$ cat src/pixelwise_multiply_scale_unit_assert.svh
// Assertion macros shared by the pixelwise multiply scale unit
`ifndef PIXELWISE_MULTIPLY_SCALE_UNIT_ASSERT_SVH
`define PIXELWISE_MULTIPLY_SCALE_UNIT_ASSERT_SVH

// Overlapping implication, sampled on clk, off while rst_n is low
`define PMSU_ASSERT_IMP(label, ante, cons, msg) \
    label: assert property (@(posedge clk) disable iff (!rst_n) (ante) |-> (cons)) \
        else $error(msg);

// Next-cycle implication, sampled on clk, off while rst_n is low
`define PMSU_ASSERT_NEXT(label, ante, cons, msg) \
    label: assert property (@(posedge clk) disable iff (!rst_n) (ante) |=> (cons)) \
        else $error(msg);

`endif

$ cat src/pmsu_pkg.sv
// Shared types and constants for the pixelwise multiply scale unit
package pmsu_pkg;

    localparam int unsigned DATA_W   = 16;
    localparam int unsigned OPND_W   = 17;
    localparam int unsigned PROD_W   = 32;
    localparam int unsigned CFG_IDX_W  = 2;
    localparam int unsigned CFG_DATA_W = 4;

    // type_mode codes
    localparam logic [2:0] MODE_U8U8_U8   = 3'd0;
    localparam logic [2:0] MODE_S16S16    = 3'd1;
    localparam logic [2:0] MODE_S16U8     = 3'd2;
    localparam logic [2:0] MODE_U8S16     = 3'd3;
    localparam logic [2:0] MODE_U8U8_S16  = 3'd4;
    localparam logic [2:0] MODE_RSVD_5    = 3'd5;
    localparam logic [2:0] MODE_RSVD_6    = 3'd6;
    localparam logic [2:0] MODE_RSVD_7    = 3'd7;

    // configuration register indexes
    localparam logic [CFG_IDX_W-1:0] REG_TYPE_MODE     = 2'd0;
    localparam logic [CFG_IDX_W-1:0] REG_USE_SCALE_255 = 2'd1;
    localparam logic [CFG_IDX_W-1:0] REG_SHIFT_AMOUNT  = 2'd2;
    localparam logic [CFG_IDX_W-1:0] REG_SATURATE      = 2'd3;

    // floor(2^39 / 255): t / 255 for t below 2^31 is (t * RECIP_255) >> 39, low by at most one
    localparam logic [31:0] RECIP_255   = 32'h8080_8080;
    localparam int unsigned RECIP_SHIFT = 39;
    localparam logic [31:0] DIV_255     = 32'd255;

    typedef struct packed {
        logic [2:0] type_mode;
        logic       use_scale_255;
        logic [3:0] shift_amount;
        logic       saturate;
    } cfg_t;

endpackage

$ cat src/pmsu_mult.sv
// Operand decode and signed product stages
module pmsu_mult
    import pmsu_pkg::*;
(
    input  logic                     clk,
    input  logic                     rst_n,
    input  logic                     in_valid,
    input  logic signed [DATA_W-1:0] operand_a,
    input  logic signed [DATA_W-1:0] operand_b,
    input  logic [2:0]               type_mode,
    output logic                     prod_valid,
    output logic signed [PROD_W-1:0] prod
);

    logic                     dec_valid_reg;
    logic signed [OPND_W-1:0] x_reg;
    logic signed [OPND_W-1:0] y_reg;
    logic signed [OPND_W-1:0] x_next;
    logic signed [OPND_W-1:0] y_next;
    logic                     prod_valid_reg;
    logic signed [PROD_W-1:0] prod_reg;
    logic signed [2*OPND_W-1:0] full_prod;

    // u8 roles take the low byte unsigned, s16 roles sign-extend
    always_comb
    begin
        case (type_mode)
            MODE_S16S16:
            begin
                x_next = {operand_a[DATA_W-1], operand_a};
                y_next = {operand_b[DATA_W-1], operand_b};
            end
            MODE_S16U8:
            begin
                x_next = {operand_a[DATA_W-1], operand_a};
                y_next = {9'd0, operand_b[7:0]};
            end
            MODE_U8S16:
            begin
                x_next = {9'd0, operand_a[7:0]};
                y_next = {operand_b[DATA_W-1], operand_b};
            end
            default:
            begin
                x_next = {9'd0, operand_a[7:0]};
                y_next = {9'd0, operand_b[7:0]};
            end
        endcase
    end

    assign full_prod = x_reg * y_reg;

    always_ff @(posedge clk or negedge rst_n)
    begin
        if (!rst_n)
        begin
            dec_valid_reg  <= 1'b0;
            prod_valid_reg <= 1'b0;
        end
        else
        begin
            dec_valid_reg  <= in_valid;
            prod_valid_reg <= dec_valid_reg;
        end
    end

    always_ff @(posedge clk)
    begin
        x_reg    <= x_next;
        y_reg    <= y_next;
        // magnitude never exceeds 2^30, so 32 bits hold it
        prod_reg <= full_prod[PROD_W-1:0];
    end

    assign prod_valid = prod_valid_reg;
    assign prod       = prod_reg;

endmodule

$ cat src/pmsu_scale.sv
// Scaling stages: shift toward zero, or divide by 255 as trunc((2p + 255) / 510), half up for p >= 0
module pmsu_scale
    import pmsu_pkg::*;
(
    input  logic                     clk,
    input  logic                     rst_n,
    input  logic                     prod_valid,
    input  logic signed [PROD_W-1:0] prod,
    input  logic                     use_scale_255,
    input  logic [3:0]               shift_amount,
    output logic                     scl_valid,
    output logic signed [PROD_W-1:0] scaled
);

    // stage A: magnitudes and the shift result
    logic signed [PROD_W:0]   v_a;
    logic [PROD_W:0]          vmag_a;
    logic [PROD_W-1:0]        pmag_a;
    logic [PROD_W-1:0]        sh_a;
    logic signed [PROD_W-1:0] shs_next;
    logic                     a_valid_reg;
    logic [30:0]              t_a_reg;
    logic                     neg_a_reg;
    logic signed [PROD_W-1:0] sh_a_reg;

    // stage B: reciprocal multiply
    logic [62:0]              recip_prod;
    logic                     b_valid_reg;
    logic [23:0]              q0_b_reg;
    logic [30:0]              t_b_reg;
    logic                     neg_b_reg;
    logic signed [PROD_W-1:0] sh_b_reg;

    // stage C: correct the quotient and select
    logic [PROD_W-1:0]        q0x255;
    logic [PROD_W-1:0]        rem;
    logic [PROD_W-1:0]        q_fix;
    logic signed [PROD_W-1:0] sdiv;
    logic signed [PROD_W-1:0] scaled_next;
    logic                     c_valid_reg;
    logic signed [PROD_W-1:0] scaled_reg;

    // trunc((2p + 255) / 510) = sign * floor((|2p + 255| >> 1) / 255)
    assign v_a    = {prod, 1'b0} + (PROD_W+1)'(255);
    assign vmag_a = v_a[PROD_W] ? (~v_a + 1'b1) : v_a;
    assign pmag_a = prod[PROD_W-1] ? (~prod + 1'b1) : prod;
    assign sh_a   = pmag_a >> shift_amount;
    assign shs_next = prod[PROD_W-1] ? $signed(~sh_a + 1'b1) : $signed(sh_a);

    assign recip_prod = t_a_reg * RECIP_255;

    assign q0x255 = {q0_b_reg, 8'd0} - {8'd0, q0_b_reg};
    assign rem    = {1'b0, t_b_reg} - q0x255;
    assign q_fix  = {8'd0, q0_b_reg} + {31'd0, (rem >= DIV_255)};
    assign sdiv   = neg_b_reg ? $signed(~q_fix + 1'b1) : $signed(q_fix);
    assign scaled_next = use_scale_255 ? sdiv : sh_b_reg;

    always_ff @(posedge clk or negedge rst_n)
    begin
        if (!rst_n)
        begin
            a_valid_reg <= 1'b0;
            b_valid_reg <= 1'b0;
            c_valid_reg <= 1'b0;
        end
        else
        begin
            a_valid_reg <= prod_valid;
            b_valid_reg <= a_valid_reg;
            c_valid_reg <= b_valid_reg;
        end
    end

    always_ff @(posedge clk)
    begin
        t_a_reg    <= vmag_a[31:1];
        neg_a_reg  <= v_a[PROD_W];
        sh_a_reg   <= shs_next;
        q0_b_reg   <= recip_prod[62:RECIP_SHIFT];
        t_b_reg    <= t_a_reg;
        neg_b_reg  <= neg_a_reg;
        sh_b_reg   <= sh_a_reg;
        scaled_reg <= scaled_next;
    end

    assign scl_valid = c_valid_reg;
    assign scaled    = scaled_reg;

endmodule

$ cat src/pmsu_narrow.sv
// Output narrowing stage: saturate or wrap to the output type, zero for reserved modes
module pmsu_narrow
    import pmsu_pkg::*;
(
    input  logic                     clk,
    input  logic                     rst_n,
    input  logic                     scl_valid,
    input  logic signed [PROD_W-1:0] scaled,
    input  logic [2:0]               type_mode,
    input  logic                     saturate,
    output logic                     done,
    output logic signed [DATA_W-1:0] product_out
);

    logic                     done_reg;
    logic signed [DATA_W-1:0] out_reg;
    logic signed [DATA_W-1:0] out_next;
    logic signed [DATA_W-1:0] s16_sat;
    logic [7:0]               u8_sat;

    always_comb
    begin
        if (scaled > 32'sd32767)
            s16_sat = 16'sh7FFF;
        else if (scaled < -32'sd32768)
            s16_sat = 16'sh8000;
        else
            s16_sat = scaled[DATA_W-1:0];
    end

    // u8 products are never negative
    assign u8_sat = (scaled > 32'sd255) ? 8'hFF : scaled[7:0];

    always_comb
    begin
        case (type_mode)
            MODE_U8U8_U8:
                out_next = saturate ? {8'd0, u8_sat} : {8'd0, scaled[7:0]};
            MODE_S16S16, MODE_S16U8, MODE_U8S16, MODE_U8U8_S16:
                out_next = saturate ? s16_sat : scaled[DATA_W-1:0];
            default:
                out_next = '0;
        endcase
    end

    always_ff @(posedge clk or negedge rst_n)
    begin
        if (!rst_n)
            done_reg <= 1'b0;
        else
            done_reg <= scl_valid;
    end

    always_ff @(posedge clk)
    begin
        out_reg <= out_next;
    end

    assign done        = done_reg;
    assign product_out = out_reg;

endmodule

$ cat src/pixelwise_multiply_scale_unit.sv
// Top level of the pixelwise multiply scale unit: config registers and pipeline
//
//  Channel   Handshake            Payload
//  -------   ------------------   ------------------------------------
//  input     start & !busy        operand_a, operand_b
//  result    done (one cycle)     product_out
//  config    cfg_we               cfg_index, cfg_data
//
// Six register stages: decode, 17x17 multiply, scale prep, 31x32 reciprocal
// multiply, quotient fix and select, narrow. One item is taken every cycle.
// busy is always low: the pipeline has no stall path since the receiver
// cannot hold results off.
// rst_n clears the valid bits and the config registers at once.
module pixelwise_multiply_scale_unit
    import pmsu_pkg::*;
(
    input  logic                     clk,
    input  logic                     rst_n,
    input  logic                     start,
    output logic                     busy,
    input  logic signed [DATA_W-1:0] operand_a,
    input  logic signed [DATA_W-1:0] operand_b,
    output logic                     done,
    output logic signed [DATA_W-1:0] product_out,
    input  logic                     cfg_we,
    input  logic [CFG_IDX_W-1:0]     cfg_index,
    input  logic [CFG_DATA_W-1:0]    cfg_data
);

    `include "pixelwise_multiply_scale_unit_assert.svh"

    cfg_t                     cfg_reg;
    cfg_t                     cfg_next;
    logic                     prod_valid;
    logic signed [PROD_W-1:0] prod;
    logic                     scl_valid;
    logic signed [PROD_W-1:0] scaled;

    assign busy = 1'b0;

    always_comb
    begin
        cfg_next = cfg_reg;
        if (cfg_we)
        begin
            case (cfg_index)
                REG_TYPE_MODE:     cfg_next.type_mode     = cfg_data[2:0];
                REG_USE_SCALE_255: cfg_next.use_scale_255 = cfg_data[0];
                REG_SHIFT_AMOUNT:  cfg_next.shift_amount  = cfg_data[3:0];
                REG_SATURATE:      cfg_next.saturate      = cfg_data[0];
                default:           cfg_next = cfg_reg;
            endcase
        end
    end

    always_ff @(posedge clk or negedge rst_n)
    begin
        if (!rst_n)
            cfg_reg <= '0;
        else
            cfg_reg <= cfg_next;
    end

    pmsu_mult u_mult (
        .clk        (clk),
        .rst_n      (rst_n),
        .in_valid   (start && !busy),
        .operand_a  (operand_a),
        .operand_b  (operand_b),
        .type_mode  (cfg_reg.type_mode),
        .prod_valid (prod_valid),
        .prod       (prod)
    );

    pmsu_scale u_scale (
        .clk           (clk),
        .rst_n         (rst_n),
        .prod_valid    (prod_valid),
        .prod          (prod),
        .use_scale_255 (cfg_reg.use_scale_255),
        .shift_amount  (cfg_reg.shift_amount),
        .scl_valid     (scl_valid),
        .scaled        (scaled)
    );

    pmsu_narrow u_narrow (
        .clk         (clk),
        .rst_n       (rst_n),
        .scl_valid   (scl_valid),
        .scaled      (scaled),
        .type_mode   (cfg_reg.type_mode),
        .saturate    (cfg_reg.saturate),
        .done        (done),
        .product_out (product_out)
    );

    `PMSU_ASSERT_IMP(a_done_follows_transfer, start && !busy, ##6 done,
        "transfer did not produce a result six cycles later")
    `PMSU_ASSERT_IMP(a_no_phantom_done, !(start && !busy), ##6 !done,
        "result strobe without a matching transfer")
    `PMSU_ASSERT_NEXT(a_u8_range, scl_valid && cfg_reg.type_mode == MODE_U8U8_U8,
        product_out[15:8] == 8'd0, "u8 output mode produced a value above 255")
    `PMSU_ASSERT_NEXT(a_reserved_zero,
        scl_valid && (cfg_reg.type_mode == MODE_RSVD_5 || cfg_reg.type_mode == MODE_RSVD_6
        || cfg_reg.type_mode == MODE_RSVD_7),
        product_out == 16'sd0, "reserved type mode produced a nonzero result")

endmodule

$ cat config.mk
export PLATFORM = sky130hd
export DESIGN_NAME = pixelwise_multiply_scale_unit
export DESIGN_NICKNAME = d
export VERILOG_FILES = /design/src/pmsu_pkg.sv /design/src/pmsu_mult.sv /design/src/pmsu_scale.sv /design/src/pmsu_narrow.sv /design/src/pixelwise_multiply_scale_unit.sv
export VERILOG_INCLUDE_DIRS = /design/src /design/src/src
export SDC_FILE = /design/constraint.sdc
export NUM_CORES = 2
export LEC_CHECK = 0
export BUFFER_PORTS_ARGS = -buffer_cell sky130_fd_sc_hd__buf_2
export CORE_UTILIZATION = 65
export DETAILED_ROUTE_END_ITERATION = 7
export MAX_ROUTING_LAYER = met4
export PLACE_DENSITY = 0.87
export SLEW_MARGIN = 20
export SYNTH_ARGS = -nofsm -noshare
export SYNTH_HDL_FRONTEND = slang
export SYNTH_SLANG_ARGS = --single-unit
export TNS_END_PERCENT = 10
$ cat constraint.sdc
create_clock -name clk -period 8.95 [get_ports clk]
set_input_delay 0 -clock clk [delete_from_list [all_inputs] [get_ports clk]]
set_output_delay 0 -clock clk [all_outputs]
set_load 0.005 [all_outputs]
==> metrics.md <==
| Metric | Value |
|---|---|
| Status | `finished, final reports clean` |
| Clock Sinks | `~280` |
| Post-CTS Resized | `0` |
| Most used DFF post-synth | `dfxtp_1` |
| Die Wd | `between 200 and 250 µm` |
| Worst-Margin Slew | `about 1200 ps` |
| RSZ-0062 raised after global routing | `false` |
| Minimum clock period | `roughly 7500 ps` |
| Fmax | `between 100 and 150 MHz` |
| Worst stage delay on the critical path | `around 500 ps` |
| IO Port Bufs | `between 50 and 60` |
| Synth-to-layout area growth | `7.575%` |
| CP Data Required Time | `9420 ps` |
| Net Count, Synth | `approximately 3700` |
| XOR/XNOR Fraction of Synth Area | `0.06422` |
| Final worst-path cycle share | `0.8397` |
| Vias in the first global route | `23790` |
| Worst reg-to-reg path cell count | `29` |
| Clock skew | `between 20 and 25 ps` |
| Yosys cell types | `105` |
| Final setup violation count | `0` |
| Largest net degree at the start of global routing | `roughly 70` |
| Clk_lat worst skew | `approximately 600 ps` |
| Post-CTS Setup Bufs | `0` |
| DR vias | `between 20000 and 25000` |
| # fillers | `3138` |
| Ys Warns | `0` |
| Hold EP | `u_mult.y_reg[7]` |
| CTS tree | `done` |
| Most common cell on crit path | `ha_1` |
| Cell Area, Placed | `between 20000 and 30000 µm²` |
| Crit start category | `flop` |
| R2r endpoint | `u_scale.scaled[23]` |
| Die Y | `210.3 µm` |
| Ant. Diodes | `0` |
| Synth Cell Area | `28210 µm²` |
| Antenna violations before repair | `0` |
| Pre-Repair DR Iteration Count | `8` |
| Row cnt | `75` |
| Boundary Pins | `60` |
| Hold-fix buffers, CTS | `48` |
| Final Cell Area | `30350 µm²` |
| Synth Register Bits | `279` |
| CTS Root Cell | `clkbuf_16` |
| Nets | `around 3800` |
| Worst reg2reg setup slack | `~1400 ps` |
| Post-Syn Instances | `roughly 3100` |
| Gpl congestion | `approximately 1.0` |
| Post-Synth Simple-Gate Area | `0.1574` |
| Htree depth | `1` |
| Worst r2r src | `u_scale.q0_b_reg[3]` |
| Hpwl dp | `57570 µm` |
| Drt via density | `6.035` |
| HP Start | `operand_b[7]` |
| Final Hold Viols | `0` |
| Fraction of layout cells with a size suffix above 1 | `0.07346` |
| Max-slew violations | `0` |
| Routed Antenna Nets | `0` |
| CTS Buffer Depth | `3` |
| Mean Syn Cell Area | `~9 µm²` |
| Slowest-stage cell, CP | `dfxtp_1` |
| Global route total overflow | `0` |
| All-Layer GR Usage | `0.3538` |
| Max FO, Critical Path | `8` |
| Post-synthesis mux area share | `0.03548` |
| Crit. Startpoint | `u_scale.q0_b_reg[3]` |
| Starting Density | `0.6652` |
| FFs w/ async S/R, synth | `0.05376` |
| Critical setup path kind | `flop to flop` |
| Hold Path Class | `primary input to flop` |
| CP endpoint kind | `flop` |
| Number of max-cap violations | `0` |
| WHS Path Cells | `2` |
| Setup tns final | `0 ps` |
| DRC viols | `0` |
| First DRT Iteration DRCs | `~2000` |
| Drt wl/cell | `around 20 µm` |
| Compound-Gate Fraction of Synth Area | `0.1138` |
| Rel. slew slack | `0.2131` |
| CORE AREA | `approximately 42000 µm²` |
| Final core occ | `0.7155` |
| Synth Area in Adders | `0.3436` |
| First-pass GRT wire length | `roughly 120000 µm` |
| Post-synthesis sequential area ratio | `0.2006` |
| Combinational family with the most area after synthesis | `adder cells` |
| Inserted Clock Buffers | `31` |
| Number of synthesized flops with an enable pin | `0` |
| Die area | `about 44000 µm²` |
| Total routed wirelength | `74160 µm` |
| Critical path data arrival time | `about 8000 ps` |
| Clk pin slew, worst setup/hold paths | `~60 ps` |
[how the worst max path moves through the flow]
stage	slack, ps	endpoint
after CTS	1520	u_mult.prod[31]
after global placement	1660	u_mult.prod[31]
after floorplan	2350	u_mult.prod[31]
after global routing	900	u_scale.scaled[23]
after detailed placement	1530	u_mult.prod[31]
final	1430	u_scale.scaled[23]
[Yosys cell counts, drive strengths merged (61+ instances only)]
cell,n,area [µm²]
and2,125,782.0
xnor2,145,1277
xor2,61,534.3
nand2,283,1062
nand3,67,340.3
clkbuf,84,315.3
o21ai,87,439.2
nor2,98,367.9
ha,286,3578
fa,305,6106
dfxtp,264,5285
inv,499,1873
a21oi,110,561.8
[logic make-up (layout without fill, tap and decap cells)]
family | Yosys count | count (layout)
AOI/OAI and AO/OA | 466 | 466
DFF | 279 | 279
other | 1 | 1
and+or+nand+nor | 853 | 853
xor gates and xnor gates | 206 | 206
adders and majority gates | 592 | 592
muxes | 83 | 83
buffers and inverters | 624 | 678
[per-stage QoR]
step	worst slack [ps]	hold WS (ps)	instances
floorplan	2353	-295.6	3104
global placement	1657	-95.49	3629
detailed placement	1531	-70.82	3629
CTS	1521	24.21	3735
global route	900.1	39.29	3735
finish	1435	36.74	3735
[per-layer routing]
layer / GRT usage / share of wire / vias up
met5: - / 0 / -
met4: 0.1631 / 0.053 / 0
met3: 0.03799 / 0.058 / 264
li1: - / - / 10340
met1: 0.4033 / 0.38 / 11000
met2: 0.6248 / 0.50 / 942
[area by class of cell]
type | count | area, µm² | share of cell area
Clock buffer | 36 | 804.5 | 0.02651
Clock inverter | 22 | 241.5 | 0.007956
Inverter | 501 | 1881 | 0.06196
Multi-Input combinational cell | 2201 | 20170 | 0.6646
Sequential cell | 279 | 5663 | 0.1866
Tap cell | 577 | 721.9 | 0.02379
Timing Repair Buffer | 119 | 868.3 | 0.02861
[placed cells by master (no fill, tap or decap), types with 14 or more instances in the layout]
master / count
nor3_1: 49
nand3_1: 66
a21oi_1: 107
nor2b_1: 28
a31oi_1: 29
dlygate4sd3_1: 48
xnor2_1: 143
a211oi_1: 15
o22ai_1: 16
nand4_1: 26
buf_2: 58
fa_1: 305
and3_1: 20
xor2_1: 61
nor2_1: 98
ha_1: 286
and2_1: 124
a21o_1: 39
nor4_1: 25
or3_1: 20
clkbuf_16: 31
nand2_1: 283
dfrtp_1: 14
mux2i_1: 31
o211ai_1: 22
mux2_2: 41
nand2b_1: 43
inv_1: 498
o21ai_0: 79
dfxtp_1: 263
[worst max-delay path, delay by kind of cell, from the launching register on]
family                     cells  cell delay, ps
adders and majority gates      4            1170
buffers and inverters          2             200
xor gates and xnor gates       3             490
AOI/OAI and AO/OA              8            2180
and+or+nand+nor               11            2570
muxes                          1             280
DFF                            1             500
Power is not shown: default switching activity piles up to over one toggle a cycle in this logic, so the estimate is an artifact.
